**src/rtl/core/bfa_pkg.sv**
```systemverilog
package bfa_pkg;

    // Table geometry
    localparam int NUM_BLOCKS = 16;
    localparam int SIZE_BITS  = 16;

    // Index into the table, and a count that can also hold NUM_BLOCKS itself
    localparam int IDX_W = (NUM_BLOCKS > 1) ? $clog2(NUM_BLOCKS) : 1;
    localparam int CNT_W = $clog2(NUM_BLOCKS + 1);

    // Field widths fixed by the interface
    localparam int BIDX_W   = 4;
    localparam int SIZE_W   = 16;
    localparam int COUNT_W  = 5;
    localparam int STATUS_W = 2;

    // Command codes
    localparam logic CMD_LOAD    = 1'b0;
    localparam logic CMD_REQUEST = 1'b1;

    // Result status codes
    localparam logic [STATUS_W-1:0] STS_LOADED    = 2'd0;
    localparam logic [STATUS_W-1:0] STS_ALLOC     = 2'd1;
    localparam logic [STATUS_W-1:0] STS_NO_ALLOC  = 2'd2;
    localparam logic [STATUS_W-1:0] STS_BAD_INDEX = 2'd3;

    // Controller to datapath
    typedef struct packed {
        logic take_item;   // input channel ready
        logic scan_step;   // issue one table read, advance the scan index
        logic finish;      // write back and load the result register
    } ctl_cmd_t;

    // Datapath to controller
    typedef struct packed {
        logic req_valid;   // an item is offered
        logic req_load;    // offered item is a load
        logic count_zero;  // no blocks take part in a search
        logic scan_last;   // current scan read is the last one
        logic out_free;    // result register can take a new result
    } ctl_sts_t;

endpackage

```
**src/rtl/core/bfa_if.sv**
```systemverilog
// Request channel
interface bfa_req_if;
    logic                         valid;
    logic                         ready;
    logic                         command;
    logic [bfa_pkg::BIDX_W-1:0]   block_index;
    logic [bfa_pkg::SIZE_W-1:0]   size;

    modport source (output valid, output command, output block_index, output size,
                    input ready);
    modport sink   (input valid, input command, input block_index, input size,
                    output ready);
endinterface

// Result channel
interface bfa_rsp_if;
    logic                         valid;
    logic                         ready;
    logic [bfa_pkg::STATUS_W-1:0] status;
    logic [bfa_pkg::BIDX_W-1:0]   chosen_block;
    logic [bfa_pkg::SIZE_W-1:0]   remaining;

    modport source (output valid, output status, output chosen_block, output remaining,
                    input ready);
    modport sink   (input valid, input status, input chosen_block, input remaining,
                    output ready);
endinterface

// Configuration write channel
interface bfa_cfg_if;
    logic                         valid;
    logic                         ready;
    logic [bfa_pkg::COUNT_W-1:0]  block_count;

    modport source (output valid, output block_count, input ready);
    modport sink   (input valid, input block_count, output ready);
endinterface

```
**src/rtl/core/bfa_ram.sv**
```systemverilog
module bfa_ram #(
    parameter int WIDTH = 16,
    parameter int DEPTH = 16
) (
    input  logic                                       clk,
    input  logic                                       we,
    input  logic [((DEPTH > 1) ? $clog2(DEPTH) : 1)-1:0] waddr,
    input  logic [WIDTH-1:0]                           wdata,
    input  logic [((DEPTH > 1) ? $clog2(DEPTH) : 1)-1:0] raddr,
    output logic [WIDTH-1:0]                           rdata
);

    logic [WIDTH-1:0] mem [DEPTH];
    logic [WIDTH-1:0] rdata_reg;

    // One write port, one registered read port
    always_ff @(posedge clk)
    begin
        if (we)
        begin
            mem[waddr] <= wdata;
        end
        rdata_reg <= mem[raddr];
    end

    assign rdata = rdata_reg;

endmodule

```
**src/rtl/core/bfa_ctrl.sv**
```systemverilog
module bfa_ctrl (
    input  logic              clk,
    input  logic              rst_n,
    input  bfa_pkg::ctl_sts_t sts,
    output bfa_pkg::ctl_cmd_t cmd
);

    typedef enum logic [3:0] {
        ST_IDLE  = 4'b0001,
        ST_SCAN  = 4'b0010,
        ST_DRAIN = 4'b0100,
        ST_FIN   = 4'b1000
    } state_t;

    state_t state_reg;
    state_t state_next;

    // Next state and commands
    always_comb
    begin
        state_next    = state_reg;
        cmd.take_item = 1'b0;
        cmd.scan_step = 1'b0;
        cmd.finish    = 1'b0;
        case (state_reg)
            ST_IDLE:
            begin
                cmd.take_item = 1'b1;
                if (sts.req_valid)
                begin
                    if (sts.req_load || sts.count_zero)
                    begin
                        state_next = ST_FIN;
                    end
                    else
                    begin
                        state_next = ST_SCAN;
                    end
                end
            end
            ST_SCAN:
            begin
                cmd.scan_step = 1'b1;
                if (sts.scan_last)
                begin
                    state_next = ST_DRAIN;
                end
            end
            // last read data is compared here
            ST_DRAIN:
            begin
                state_next = ST_FIN;
            end
            ST_FIN:
            begin
                if (sts.out_free)
                begin
                    cmd.finish = 1'b1;
                    state_next = ST_IDLE;
                end
            end
            default:
            begin
                state_next = ST_IDLE;
            end
        endcase
    end

    always_ff @(posedge clk or negedge rst_n)
    begin
        if (!rst_n)
        begin
            state_reg <= ST_IDLE;
        end
        else
        begin
            state_reg <= state_next;
        end
    end

endmodule

```
**src/rtl/core/bfa_dpath.sv**
```systemverilog
module bfa_dpath (
    input  logic              clk,
    input  logic              rst_n,
    bfa_req_if.sink           req,
    bfa_rsp_if.source         rsp,
    bfa_cfg_if.sink           cfg,
    input  bfa_pkg::ctl_cmd_t cmd,
    output bfa_pkg::ctl_sts_t sts
);

    localparam int IDX_W     = bfa_pkg::IDX_W;
    localparam int CNT_W     = bfa_pkg::CNT_W;
    localparam int SIZE_BITS = bfa_pkg::SIZE_BITS;

    // Configuration and captured item
    logic [bfa_pkg::COUNT_W-1:0] block_count_reg;
    logic                        command_reg;
    logic [bfa_pkg::BIDX_W-1:0]  bidx_reg;
    logic [bfa_pkg::SIZE_W-1:0]  size_reg;
    logic [CNT_W-1:0]            count_reg;

    // Scan state
    logic [CNT_W-1:0]            scan_idx_reg;
    logic                        rd_pend_reg;
    logic [IDX_W-1:0]            rd_idx_reg;
    logic                        found_reg;
    logic [IDX_W-1:0]            best_reg;
    logic [SIZE_BITS-1:0]        best_left_reg;

    // Result register
    logic                        out_valid_reg;
    logic [bfa_pkg::STATUS_W-1:0] status_reg;
    logic [bfa_pkg::BIDX_W-1:0]  chosen_reg;
    logic [bfa_pkg::SIZE_W-1:0]  remaining_reg;

    logic                        capture;
    logic [CNT_W-1:0]            count_sat;
    logic [SIZE_BITS-1:0]        rd_data;
    logic                        fits;
    logic [SIZE_BITS-1:0]        left;
    logic                        better;
    logic [SIZE_BITS-1:0]        cap_load;
    logic                        in_range;
    logic [31:0]                 bidx_ext;
    logic                        is_load;
    logic                        ram_we;
    logic [IDX_W-1:0]            ram_waddr;
    logic [SIZE_BITS-1:0]        ram_wdata;

    assign capture = cmd.take_item && req.valid;
    assign req.ready = cmd.take_item;
    assign cfg.ready = 1'b1;

    // Block count saturates at the table size
    assign count_sat = (32'(block_count_reg) > 32'(bfa_pkg::NUM_BLOCKS))
                       ? CNT_W'(bfa_pkg::NUM_BLOCKS) : CNT_W'(block_count_reg);

    // Compare of the registered table read
    assign fits   = 32'(rd_data) >= 32'(size_reg);
    assign left   = SIZE_BITS'(32'(rd_data) - 32'(size_reg));
    assign better = rd_pend_reg && fits && (!found_reg || (left < best_left_reg));

    // Load decode
    assign is_load  = (command_reg == bfa_pkg::CMD_LOAD);
    assign cap_load = SIZE_BITS'(32'(size_reg));
    assign bidx_ext = 32'(bidx_reg);
    assign in_range = bidx_ext < 32'(bfa_pkg::NUM_BLOCKS);

    // Table write on finish
    assign ram_we    = cmd.finish && (is_load ? in_range : found_reg);
    assign ram_waddr = is_load ? bidx_ext[IDX_W-1:0] : best_reg;
    assign ram_wdata = is_load ? cap_load : best_left_reg;

    bfa_ram #(
        .WIDTH (SIZE_BITS),
        .DEPTH (bfa_pkg::NUM_BLOCKS)
    ) u_table (
        .clk   (clk),
        .we    (ram_we),
        .waddr (ram_waddr),
        .wdata (ram_wdata),
        .raddr (scan_idx_reg[IDX_W-1:0]),
        .rdata (rd_data)
    );

    // Status to controller
    assign sts.req_valid  = req.valid;
    assign sts.req_load   = (req.command == bfa_pkg::CMD_LOAD);
    assign sts.count_zero = (block_count_reg == '0);
    assign sts.scan_last  = (scan_idx_reg == CNT_W'(32'(count_reg) - 32'd1));
    assign sts.out_free   = !out_valid_reg || rsp.ready;

    // Configuration register
    always_ff @(posedge clk or negedge rst_n)
    begin
        if (!rst_n)
        begin
            block_count_reg <= '0;
        end
        else if (cfg.valid)
        begin
            block_count_reg <= cfg.block_count;
        end
    end

    // Item capture
    always_ff @(posedge clk)
    begin
        if (capture)
        begin
            command_reg <= req.command;
            bidx_reg    <= req.block_index;
            size_reg    <= req.size;
            count_reg   <= count_sat;
        end
    end

    // Scan control
    always_ff @(posedge clk or negedge rst_n)
    begin
        if (!rst_n)
        begin
            scan_idx_reg <= '0;
            rd_pend_reg  <= 1'b0;
            found_reg    <= 1'b0;
        end
        else
        begin
            rd_pend_reg <= cmd.scan_step;
            if (capture)
            begin
                scan_idx_reg <= '0;
                found_reg    <= 1'b0;
            end
            else
            begin
                if (cmd.scan_step)
                begin
                    scan_idx_reg <= CNT_W'(32'(scan_idx_reg) + 32'd1);
                end
                if (better)
                begin
                    found_reg <= 1'b1;
                end
            end
        end
    end

    // Best candidate so far
    always_ff @(posedge clk)
    begin
        if (cmd.scan_step)
        begin
            rd_idx_reg <= scan_idx_reg[IDX_W-1:0];
        end
        if (better)
        begin
            best_reg      <= rd_idx_reg;
            best_left_reg <= left;
        end
    end

    // Result register valid
    always_ff @(posedge clk or negedge rst_n)
    begin
        if (!rst_n)
        begin
            out_valid_reg <= 1'b0;
        end
        else if (cmd.finish)
        begin
            out_valid_reg <= 1'b1;
        end
        else if (rsp.ready)
        begin
            out_valid_reg <= 1'b0;
        end
    end

    // Result payload
    always_ff @(posedge clk)
    begin
        if (cmd.finish)
        begin
            if (is_load)
            begin
                chosen_reg <= '0;
                if (in_range)
                begin
                    status_reg    <= bfa_pkg::STS_LOADED;
                    remaining_reg <= bfa_pkg::SIZE_W'(32'(cap_load));
                end
                else
                begin
                    status_reg    <= bfa_pkg::STS_BAD_INDEX;
                    remaining_reg <= '0;
                end
            end
            else if (found_reg)
            begin
                status_reg    <= bfa_pkg::STS_ALLOC;
                chosen_reg    <= bfa_pkg::BIDX_W'(32'(best_reg));
                remaining_reg <= bfa_pkg::SIZE_W'(32'(best_left_reg));
            end
            else
            begin
                status_reg    <= bfa_pkg::STS_NO_ALLOC;
                chosen_reg    <= '0;
                remaining_reg <= '0;
            end
        end
    end

    assign rsp.valid        = out_valid_reg;
    assign rsp.status       = status_reg;
    assign rsp.chosen_block = chosen_reg;
    assign rsp.remaining    = remaining_reg;

    // A compare only follows a read issued the cycle before
    a_rd_after_step: assert property (@(posedge clk) disable iff (!rst_n)
        rd_pend_reg |-> $past(cmd.scan_step))
        else $error("table compare without a preceding read");

    // Scan never reads beyond the saturated count
    a_scan_in_count: assert property (@(posedge clk) disable iff (!rst_n)
        cmd.scan_step |-> (scan_idx_reg < count_reg))
        else $error("scan index beyond block count");

    // A chosen block lies inside the searched range
    a_best_in_count: assert property (@(posedge clk) disable iff (!rst_n)
        found_reg |-> (32'(best_reg) < 32'(count_reg)))
        else $error("best block outside searched range");

    // Finish never overwrites a result that was not taken
    a_no_overwrite: assert property (@(posedge clk) disable iff (!rst_n)
        cmd.finish |-> (!out_valid_reg || rsp.ready))
        else $error("result register overwritten");

endmodule

```
**src/rtl/core/best_fit_block_allocator.sv**
```systemverilog
// Load item: accepted in IDLE; FIN loads the result register once it is free, then IDLE again.
// Request item: SCAN reads count blocks (count = block_count saturated at NUM_BLOCKS), one table
//   read per cycle through the registered RAM port, DRAIN compares the last read, FIN loads the
//   result once free, then IDLE; a count of zero goes straight to FIN and answers no allocation.
// A finished result waits in its register while the next item is taken in.
// rst_n (async, active low) clears control and block_count; table stays undefined until loaded.
module best_fit_block_allocator (
    input  logic      clk,
    input  logic      rst_n,
    bfa_req_if.sink   req,
    bfa_rsp_if.source rsp,
    bfa_cfg_if.sink   cfg
);

    bfa_pkg::ctl_cmd_t cmd;
    bfa_pkg::ctl_sts_t sts;

    // Sequencer
    bfa_ctrl u_ctrl (
        .clk   (clk),
        .rst_n (rst_n),
        .sts   (sts),
        .cmd   (cmd)
    );

    // Table, scan and result register
    bfa_dpath u_dpath (
        .clk   (clk),
        .rst_n (rst_n),
        .req   (req),
        .rsp   (rsp),
        .cfg   (cfg),
        .cmd   (cmd),
        .sts   (sts)
    );

endmodule
```
**src/flat_wrapper.sv**
```systemverilog
// flat-port wrapper written by rule: the top's interface ports become plain ports
module best_fit_block_allocator_flat 
  (clk, rst_n, req_valid, req_command, req_block_index, req_size, req_ready, rsp_valid, rsp_status, rsp_chosen_block, rsp_remaining, rsp_ready, cfg_valid, cfg_block_count, cfg_ready);
  bfa_req_if req_i ();
  bfa_rsp_if rsp_i ();
  bfa_cfg_if cfg_i ();
  input  logic clk;
  input  logic rst_n;
  input wire logic [$bits(req_i.valid)-1:0] req_valid;
  input wire logic [$bits(req_i.command)-1:0] req_command;
  input wire logic [$bits(req_i.block_index)-1:0] req_block_index;
  input wire logic [$bits(req_i.size)-1:0] req_size;
  output wire logic [$bits(req_i.ready)-1:0] req_ready;
  output wire logic [$bits(rsp_i.valid)-1:0] rsp_valid;
  output wire logic [$bits(rsp_i.status)-1:0] rsp_status;
  output wire logic [$bits(rsp_i.chosen_block)-1:0] rsp_chosen_block;
  output wire logic [$bits(rsp_i.remaining)-1:0] rsp_remaining;
  input wire logic [$bits(rsp_i.ready)-1:0] rsp_ready;
  input wire logic [$bits(cfg_i.valid)-1:0] cfg_valid;
  input wire logic [$bits(cfg_i.block_count)-1:0] cfg_block_count;
  output wire logic [$bits(cfg_i.ready)-1:0] cfg_ready;
  assign req_i.valid = req_valid;
  assign req_i.command = req_command;
  assign req_i.block_index = req_block_index;
  assign req_i.size = req_size;
  assign req_ready = req_i.ready;
  assign rsp_valid = rsp_i.valid;
  assign rsp_status = rsp_i.status;
  assign rsp_chosen_block = rsp_i.chosen_block;
  assign rsp_remaining = rsp_i.remaining;
  assign rsp_i.ready = rsp_ready;
  assign cfg_i.valid = cfg_valid;
  assign cfg_i.block_count = cfg_block_count;
  assign cfg_ready = cfg_i.ready;
  best_fit_block_allocator u_core (.clk(clk), .rst_n(rst_n), .req(req_i), .rsp(rsp_i), .cfg(cfg_i));
endmodule
```
**config.mk**
```make
export PLATFORM = sky130hd
export DESIGN_NAME = best_fit_block_allocator_flat
export DESIGN_NICKNAME = d
export VERILOG_FILES = /design/src/rtl/core/bfa_pkg.sv /design/src/rtl/core/bfa_if.sv /design/src/rtl/core/bfa_ram.sv /design/src/rtl/core/bfa_ctrl.sv /design/src/rtl/core/bfa_dpath.sv /design/src/rtl/core/best_fit_block_allocator.sv /design/src/flat_wrapper.sv
export SDC_FILE = /design/constraint.sdc
export NUM_CORES = 1
export LEC_CHECK = 0
export BUFFER_PORTS_ARGS = -buffer_cell sky130_fd_sc_hd__clkbuf_2
export CAP_MARGIN = 15
export CORE_UTILIZATION = 40
export CTS_BUF_LIST = sky130_fd_sc_hd__clkbuf_4
export DETAILED_ROUTE_END_ITERATION = 10
export PLACE_DENSITY_LB_ADDON = 0.15
export SYNTH_ARGS = -nofsm -noshare
export SYNTH_HDL_FRONTEND = slang
export SYNTH_SLANG_ARGS = --single-unit
```
**constraint.sdc**
```tcl
create_clock -name clk -period 8.4 [get_ports clk]
set_input_delay 1.26 -clock clk [delete_from_list [all_inputs] [get_ports clk]]
set_output_delay 1.26 -clock clk [all_outputs]
set_load 0.05 [all_outputs]
```
======== After elaboration in Yosys (flattened, before gate mapping) ========
Memory sizes are Yosys's and may differ from the RTL's. A register that Yosys moved wholly into a read port is not among the register bits.
Index checks and enable logic that the tools add are counted.
storage, ports and cells
  register bits ........................... 89
  RAM bits ................................ 256
  memories kept ........................... 1
  bits of input ports ..................... 31
  output and inout port bits .............. 25
  word-level logic and storage cells ...... 74
operators by class
  equal/unequal tests ..................... 8
  muxes and demuxes ....................... 26
  order comparisons ....................... 4
  bitwise gates (word level) .............. 1
  reduce and logical (&&, ||, !) cells .... 15
  $add $sub $neg .......................... 3
memory list
  memory                      words  bits a word  read ports  clocked after Yosys merged registers in  wr ports  RTL line       source
  u_core.u_dpath.u_table.mem  16     16           1           1                                        1         bfa_ram.sv:13  logic [WIDTH-1:0] mem [DEPTH];
operator list
  cell                 count
  $mux 16              4
  $mux 4               5
  $ge 16x16->1         1
  $lt 16x16->1         1
  $pmux 4 s4           1
  $sub 16x16->16       1
  $mux 1               11
  $mux 5               2
  $mux 2               3
  $reduce_bool 2->1    3
  $add 5x1->5 const B  1
  $eq 5x5->1           1
  $gt 5x5->1 const B   1
  $logic_not 5->1      1
  $lt 4x5->1 const B   1
  $sub 5x1->5 const B  1
  $eq 4x1->1 const B   1
  $eq 4x2->1 const B   1
  $eq 4x3->1 const B   1
  $eq 4x4->1 const B   1
  $logic_and 1x1->1    4
  $ne 2x1->1 const B   2
  $logic_or 1x1->1     3
  $reduce_and 3->1     1
  other kinds (4)      5

======== Logic depth before layout (Yosys ltp) ========
Gate-level depths: netlist of run 1.
  word-level depth ........................ 7
  gate-level depth with buffers ........... 15
  mapped depth without buffers ............ 15

======== By module ========
Synthesis of run 1 repeated with hierarchy kept, for this count alone.
second synthesis, totals
  cells, all modules ...................... 860
  area, all modules ....................... 14825.5 sq um
by module, submodules not included
  module     sequential area each (sq um)  area an instance (sq um)  instances  cells each
  bfa_ram    8007.7                        10043.4                   1          432
  bfa_dpath  2487.4                        4576.9                    1          410
  bfa_ctrl   101.3                         205.2                     1          18

======== Worst setup path before layout of run 1 ========
Ideal clock, no wire load.
  path kind ............................... input port to flip-flop
  start point ............................. in rsp_ready
  end point ............................... mem u_core.u_dpath.u_table.mem[0][0], enable pin
  required time ........................... 8012 ps
  arrival ................................. 3598 ps
  library setup time ...................... 388 ps
  setup slack ............................. 4414 ps
  cell stages on the path ................. 5
  cells stage by stage .................... nand2b_1 -> nor2b_1 -> and2b_1 -> o21ai_1 -> nor2_1
RTL lines
  element          RTL line            source
  start, declared  flat_wrapper.sv:18  input wire logic [$bits(rsp_i.ready)-1:0] rsp_ready;
  end, declared    bfa_ram.sv:13

======== Final worst setup path of run 1 ========
  start point ............................. reg u_core.u_dpath.u_table.rdata_reg[0] (netlist: u_core.u_dpath.u_table.rdata[0]), read port of u_core.u_dpath.u_table.mem
  end point ............................... reg u_core.u_dpath.best_left_reg[13], enable pin
between the ends
  cells in the longest elaborated chain, start to end .. 4
ends and longest elaborated chain
  element                      RTL line          source
  start, declared              bfa_ram.sv:14     logic [WIDTH-1:0] rdata_reg;
  $sub 16x16->16               bfa_dpath.sv:60   assign left = SIZE_BITS'(32'(rd_data) - 32'(size_reg));
  via u_core.u_dpath.left[12]  bfa_dpath.sv:40   logic [SIZE_BITS-1:0] left;
  $lt 16x16->1                 bfa_dpath.sv:61   assign better = rd_pend_reg && fits && (!found_reg || (left < best_left_reg));
  $logic_or 1x1->1             bfa_dpath.sv:61
  $logic_and 1x1->1            bfa_dpath.sv:61
  via u_core.u_dpath.better    bfa_dpath.sv:41   logic better;
  end signal, assigned         bfa_dpath.sv:159  best_left_reg <= left;
  end, declared                bfa_dpath.sv:28   logic [SIZE_BITS-1:0] best_left_reg;
The timed path passes the listed nets, and every way through them passes these cells.
A chain may end at the register's enable or synchronous reset.

==> run metrics, run 1 <==
run status finished, final reports clean; Final Wtd Congestion ~0.8; worst-path fanout max 20; fin. max-slew vios 0; first-pass GRT wire length roughly 50000 um; Num CTS Buffers 96; actual slew at the worst max-slew pin between 1 and 1.5 ns; IO buf count between 50 and 60; Area Growth Syn to Fin 15.2%; drt drc 0; Synth cell types between 60 and 70; worst reg2reg endpoint u_core.u_dpath.best_left_reg[13]$_DFFE_PP_; post-route ant nets 0; I/O pin count 56; largest net degree at the start of global routing between 60 and 70; total power per unit cell area roughly 280 nW/um2; Post-Layout Cell Count 1538; type of origin of the critical path register; Crit. End Element register; setup_tns 0 ns; Tot GR Track Use 18.2%; sequential group share of total power around 47%; TritonCTS clock tree done; Finished Cell Area 17100 um2; placed instance area around 16000 um2; die span in y 195 um; Post-Place Worst Slack between 4 and 5 ns; Synth top cells by count edfxtp_1 (328), mux4_2 (76), nand2_1 (47); Reg area about 11000 um2; Clock power frac roughly a third; Worst R2R Start u_core.u_dpath.u_table.rdata[0]$_DFF_P_; Synth Cell Area approximately 15000 um2; Clk Tree Root Cell clkbuf_4; layout cells sized above 1 31.6%; Die Span X 195 um; Multi-input gate area about 3900 um2; Die ar. between 30000 and 40000 um2; Post-CTS Setup Inserts 0; core area 36500 um2; WP data arrival between 4 and 5 ns; DR WL/cell about 22 um; Logic pwr share a little over a fifth; most common cell in the netlist edfxtp_1; # Max-Cap Violations 0; final worst setup slack between 4 and 5 ns; Clk pin slew, worst setup/hold paths around 0.06 ns; Yosys top cell by area edfxtp_1; slowest stage cell, crit path and3_1; crit share post-route about 50%; gr ovfl total 0; CP Cell Sequence inv_1, ha_1, inv_1, fa_1, a21o_1, a221o_1, a311o_1, a21oi_1, xnor2_1, ha_1, a21o_1, a21oi_1, nor2b_1, o31ai_1, and3_1; Yosys warnings 0; clock sinks about 360; Starting Density 40.6%; internal power around 3.4 mW; RSZ-0062 raised after global routing false; std cell rows 70; hold buffers post-CTS 0; Min Hold Slack between 0.4 and 0.5 ns; Main synth FF type edfxtp_1; worst rel slew slack approximately 32%; R2R setup slack about 4.2 ns; Hold/Removal Path Class reg2reg; total wire length between 30000 and 40000 um; Tmin final approximately 4.2 ns; Largest Register u_core.u_dpath.u_table.mem; sequential area share after synthesis a little under three quarters; Synth Register Bits about 360; hold depth 0; Final Net Count 1050; Placed Cells between 1000 and 1500; Lkg Pwr ~6 nW; Crit. Startpoint u_core.u_dpath.u_table.rdata[0]$_DFF_P_; clk buf depth 3; fmax between 200 and 250 MHz; Final Hold Viols 0; CP Data Required Time 8.76 ns; Vias/cell 5.19; syn_nets between 800 and 900; hold wc startpoint u_core.u_dpath.rd_idx_reg[0]$_DFFE_PP_; Resized Gates After CTS 0; Post-synth EDFFs ~330; Post-Syn Instances a little over 800; Synth async-reset ratio 4.71%; Critical Path Max Stage Delay roughly 0.8 ns; worst skew pair latency about 0.8 ns; fill cell count ~3200; Detail Placement HPWL approximately 19000 um; Final Skew 0.0438 ns; htree depth 3; vias in the first global route 8266; Synth top area share 66.4%; DR vias roughly 8000; worst-case hold path end point u_core.u_dpath.best_reg[0]$_DFFE_PP_; Switching Fraction between 20% and 30%; NetSw about 1.4 mW; setup violators final 0; max reg flops about 260; R2R cell count 15; Area contributors post-synth edfxtp_1 (66%), mux4_2 (12%), ha_1 (2.8%); antenna violations before repair 2; Starting DRT DRC Count about 540; peak supply drop between 0.00009 and 0.0001 V; kind of critical path reg2reg; Synth Area per Inst ~18 um2; router iterations before antenna repair 5
## per-layer routing
layer,part of all wire [%],wire [um],global-route usage [%],vias to the layer above
met4,1.7,558,6.70,0
met1,44,14600,23.8,4057
met3,5.5,1820,4.29,46
li1,-,-,-,3664
met5,0,0,0,-
met2,49,16300,29.7,221
## metrics by stage
stage / power, mW / utilization, %
floorplan: 3.02 / -
global placement: 3.31 / 43.3
detailed placement: 3.32 / 43.3
CTS: 4.91 / 46.7
global route: 5.12 / 46.8
finish: 4.84 / 46.8
## power by group through the flow
stage	combinational [mW]	clock, mW	sequential, mW
global route	1.15	1.71	2.26
detailed placement	1.03	0	2.29
floorplan	0.724	0	2.29
global placement	1.02	0	2.29
finish	1.03	1.56	2.25
CTS	1.04	1.62	2.25
## layout make-up
| type | instances | area share [%] |
|---|---|---|
| Tap cell | 468 | 3.43 |
| Inverter | 44 | 0.967 |
| Timing Repair Buffer | 90 | 3.16 |
| Multi-Input combinational cell | 392 | 22.9 |
| Antenna cell | 1 | 0.0147 |
| Clock inverter | 53 | 1.77 |
| Clock buffer | 129 | 5.67 |
| Sequential cell | 361 | 62.1 |
## cell families after synthesis
kind of cell | synth area share (%)
adders and majority gates | 2.92
muxes | 12.8
AOI/OAI and AO/OA | 4.41
buffers and inverters | 2.49
and+or+nand+nor | 4.67
xor gates and xnor gates | 1.24
DFF | 71.5
other | 0.0253
## worst max-delay path by stage
| stage | end | cells after the start |
|---|---|---|
| after floorplan | u_core.u_dpath.u_table.mem[0][0]$_DFFE_PP_ | 5 |
| after global placement | u_core.u_dpath.best_left_reg[0]$_DFFE_PP_ | 15 |
| after detailed placement | u_core.u_dpath.best_left_reg[1]$_DFFE_PP_ | 14 |
| after CTS | u_core.u_dpath.best_left_reg[13]$_DFFE_PP_ | 14 |
| after global routing | u_core.u_dpath.best_reg[0]$_DFFE_PP_ | 15 |
| final | u_core.u_dpath.best_left_reg[13]$_DFFE_PP_ | 15 |
## cells in the final DEF (no fill, tap or decap), types with 8 or more instances in the layout
| cell | count |
|---|---|
| buf_4 | 36 |
| nor2b_1 | 11 |
| nand4_1 | 8 |
| xor2_1 | 9 |
| edfxtp_1 | 328 |
| mux4_2 | 76 |
| a21oi_1 | 19 |
| nand2_1 | 47 |
| dfrtp_1 | 14 |
| nor2_2 | 14 |
| xnor2_1 | 12 |
| o21ai_0 | 42 |
| inv_1 | 44 |
| ha_1 | 33 |
| clkinv_1 | 38 |
| dfxtp_1 | 16 |
| nor2_1 | 23 |
| clkbuf_4 | 129 |
| clkbuf_2 | 54 |
## critical path: cells and delay by family (launching register included)
| kind | cells | cell delay (ns) |
|---|---|---|
| AO/OA/AOI/OAI | 7 | 1.66 |
| XOR/XNOR | 1 | 0.11 |
| buffers and inverters | 2 | 0.10 |
| flip-flops | 1 | 0.29 |
| AND/OR/NAND/NOR | 2 | 0.86 |
| adder cells (fa/ha/maj) | 3 | 0.77 |
Power figures use the tool's default switching activity.
==> run 2, diff against run 1 <==
Clock period 8.4 ns to 3.86 ns, I/O delays scaled along.
==> run metrics, run 2 (synthesized netlist as in run 1, its figures left out) <==
Power Total 10.5 mW (+120%); fmax 271 MHz (+14%); Area Growth Syn to Fin 17.4%; commonest non-fill, non-tap cell in the layout edfxtp_1; I/O pin count 56 (unchanged); post-route ant nets 0 (unchanged); drt drc 0 (unchanged); Critical Path Max Stage Delay 0.41 ns (-0.39 ns); Worst R2R Start u_core.u_dpath.cap_load[0]$_DFFE_PP_; Crit. Startpoint u_core.u_dpath.cap_load[0]$_DFFE_PP_; Tmin final 3.69 ns (-0.524 ns); Finished Cell Area 17400 um2 (+1.9%); peak supply drop 0.000236 V (+160%); largest net degree at the start of global routing 47 (-28%); placed instance area 15900 um2 (+0.71%); Clk pin slew, worst setup/hold paths 0.06 ns (about the same); Clk Tree Root Cell clkbuf_4; Starting DRT DRC Count 527 (-3.1%); Starting Density 40.6% (unchanged); antenna violations before repair 2 (unchanged); gr ovfl total 0 (unchanged); layout cells sized above 1 33.2% (+1.6 points); worst rel slew slack 54.5% (+22 points); Placed Cells 1367 (+0.96%); kind of critical path reg2reg; Largest Register u_core.u_dpath.u_table.mem; core area 36500 um2 (unchanged); slowest stage cell, crit path a221o_1; Num CTS Buffers 95 (-1.0%); DR WL/cell 21.7 um (+0.43%); router iterations before antenna repair 5 (unchanged); actual slew at the worst max-slew pin 0.683 ns (-0.326 ns); htree depth 3 (unchanged); Final Hold Viols 0 (unchanged); worst skew pair latency 0.75 ns (-0.03 ns); CP Cell Sequence ha_1, inv_1, fa_2, a21o_1, a221o_1, a311o_1, a21oi_1, xnor2_1, ha_1, a21o_1, a21oi_1, nor2b_1, o31ai_1, and3_4, clkbuf_16; Die Span X 195 um (unchanged); CP top delay family compound AO/OA/AOI/OAI gates; clock sinks 361 (unchanged); Lkg Pwr 6.11 nW (+2.7%); crit share post-route 95.6% (+45 points); vias in the first global route 8449 (+2.2%); Buf/Inv on CP 2 (unchanged); Final Skew 0.0261 ns (-0.0177 ns); die span in y 195 um (unchanged); Tot GR Track Use 18.5% (+0.27 points); run status finished, final reports clean; IO buf count 54 (unchanged); Hold/Removal Path Class in2reg; total power per unit cell area 603 nW/um2 (+110%); Post-Layout Cell Count 1561 (+1.5%); Detail Placement HPWL 20700 um (+9.3%); worst-path fanout max 10 (-50%); Crit. End Element register; fin. max-slew vios 0 (unchanged); clk buf depth 3 (unchanged); WP data arrival 4.15 ns (-0.43 ns); Final Wtd Congestion 0.826 (+2.0%); DR vias 8115 (+1.6%); Vias/cell 5.20 (about the same); Die ar. 37800 um2 (unchanged); TritonCTS clock tree done; std cell rows 70 (unchanged); first-pass GRT wire length 51300 um (+2.8%); CP Data Required Time 4.32 ns (-4.44 ns); total wire length 33900 um (+1.9%); max reg flops 256 (unchanged); most frequent cells in the layout edfxtp_1 (328), clkbuf_4 (142), mux4_2 (76), clkbuf_2 (54), buf_4 (48); type of origin of the critical path register; Final Net Count 1087 (+3.5%); hold wc startpoint cfg_block_count[1]; # Max-Cap Violations 0 (unchanged); setup violators final 0 (unchanged)
[run 2: cell types whose count changed in the layout (fill, tap and decap cells not counted), sizes merged]
cell,before,now
clkinvlp,2,3
dlygate4sd3,0,23
inv,47,44
buf,36,50
bufinv,3,1
clkbuf,183,197
clkinv,45,21
[run 2: metrics by stage]
step	setup TNS (ns)	util, %	setup WS (ns)	hold WS (ns)
6_report	0	47.6	0.170	0.0787
5_1_grt	-0.0189	47.6	-0.00620	0.0250
4_1_cts	0	47.5	0.122	0.00316
3_5_place_dp	0	43.6	0.172	0.405
3_3_place_gp	0	43.6	0.211	0.402
2_1_floorplan	0	-	0.153	0.283
[run 2: path summary, 6_finish.rpt]
path	end	slack [ns]	cells after the start
worst max-delay path	u_core.u_dpath.best_left_reg[6]$_DFFE_PP_	0.17	15
worst min-delay path	u_core.u_dpath.block_count_reg[1]$_DFFE_PN0P_	0.08	2
worst max register to register	u_core.u_dpath.best_left_reg[6]$_DFFE_PP_	0.17	15
worst min register to register	u_core.u_dpath.best_reg[1]$_DFFE_PP_	0.42	0
max in group asynchronous	u_core.u_dpath.scan_idx_reg[0]$_DFFE_PN0P_	3.15	2
min in group asynchronous	u_core.u_ctrl.state_reg[2]$_DFFE_PN0P_	0.33	2
[run 2: worst reg2reg max path, stage by stage (launching register included)]
cell and delay [ns]:
edfxtp_1 0.35, ha_1 0.17, inv_1 0.06, fa_2 0.35
a21o_1 0.18, a221o_1 0.41, a311o_1 0.39, a21oi_1 0.18
xnor2_1 0.11, ha_1 0.21, a21o_1 0.17, a21oi_1 0.13
nor2b_1 0.06, o31ai_1 0.21, and3_4 0.26, clkbuf_16 0.17
[run 2: cell type report]
cell class	instances	area (um2)
inverters	44	165
repair buffers	128	926
clock buffers	142	1070
clock inverters	25	138
diodes	1	2.50
well taps	468	586
multi-input cells	392	3920
fillers	3162	19100
flip-flops and latches	361	10600
[run 2: routing by layer]
metal / wire length, um / up-vias / track usage, %
li1: - / 3718 / -
met1: 15100 / 4157 / 24.4
met2: 16700 / 202 / 30.1
met3: 1530 / 38 / 3.94
met4: 539 / 0 / 6.97
met5: 0 / - / 0
[run 2: power by group]
group | switching (mW) | total (mW) | internal [mW]
clock | 1.53 | 3.28 | 1.74
combinational | 1.41 | 2.32 | 0.902
sequential | 0.156 | 4.90 | 4.75
total | 3.10 | 10.5 | 7.39
[run 2: timing repair]
| action | 4_1_cts | 5_1_grt |
|---|---|---|
| endpoints found under the setup margin | 0 | 20 |
| hold buffers | 23 | 0 |
| endpoints found under the hold margin | 38 | 0 |
| setup buffers | 0 | 2 |
| gates resized for setup | 0 | 4 |
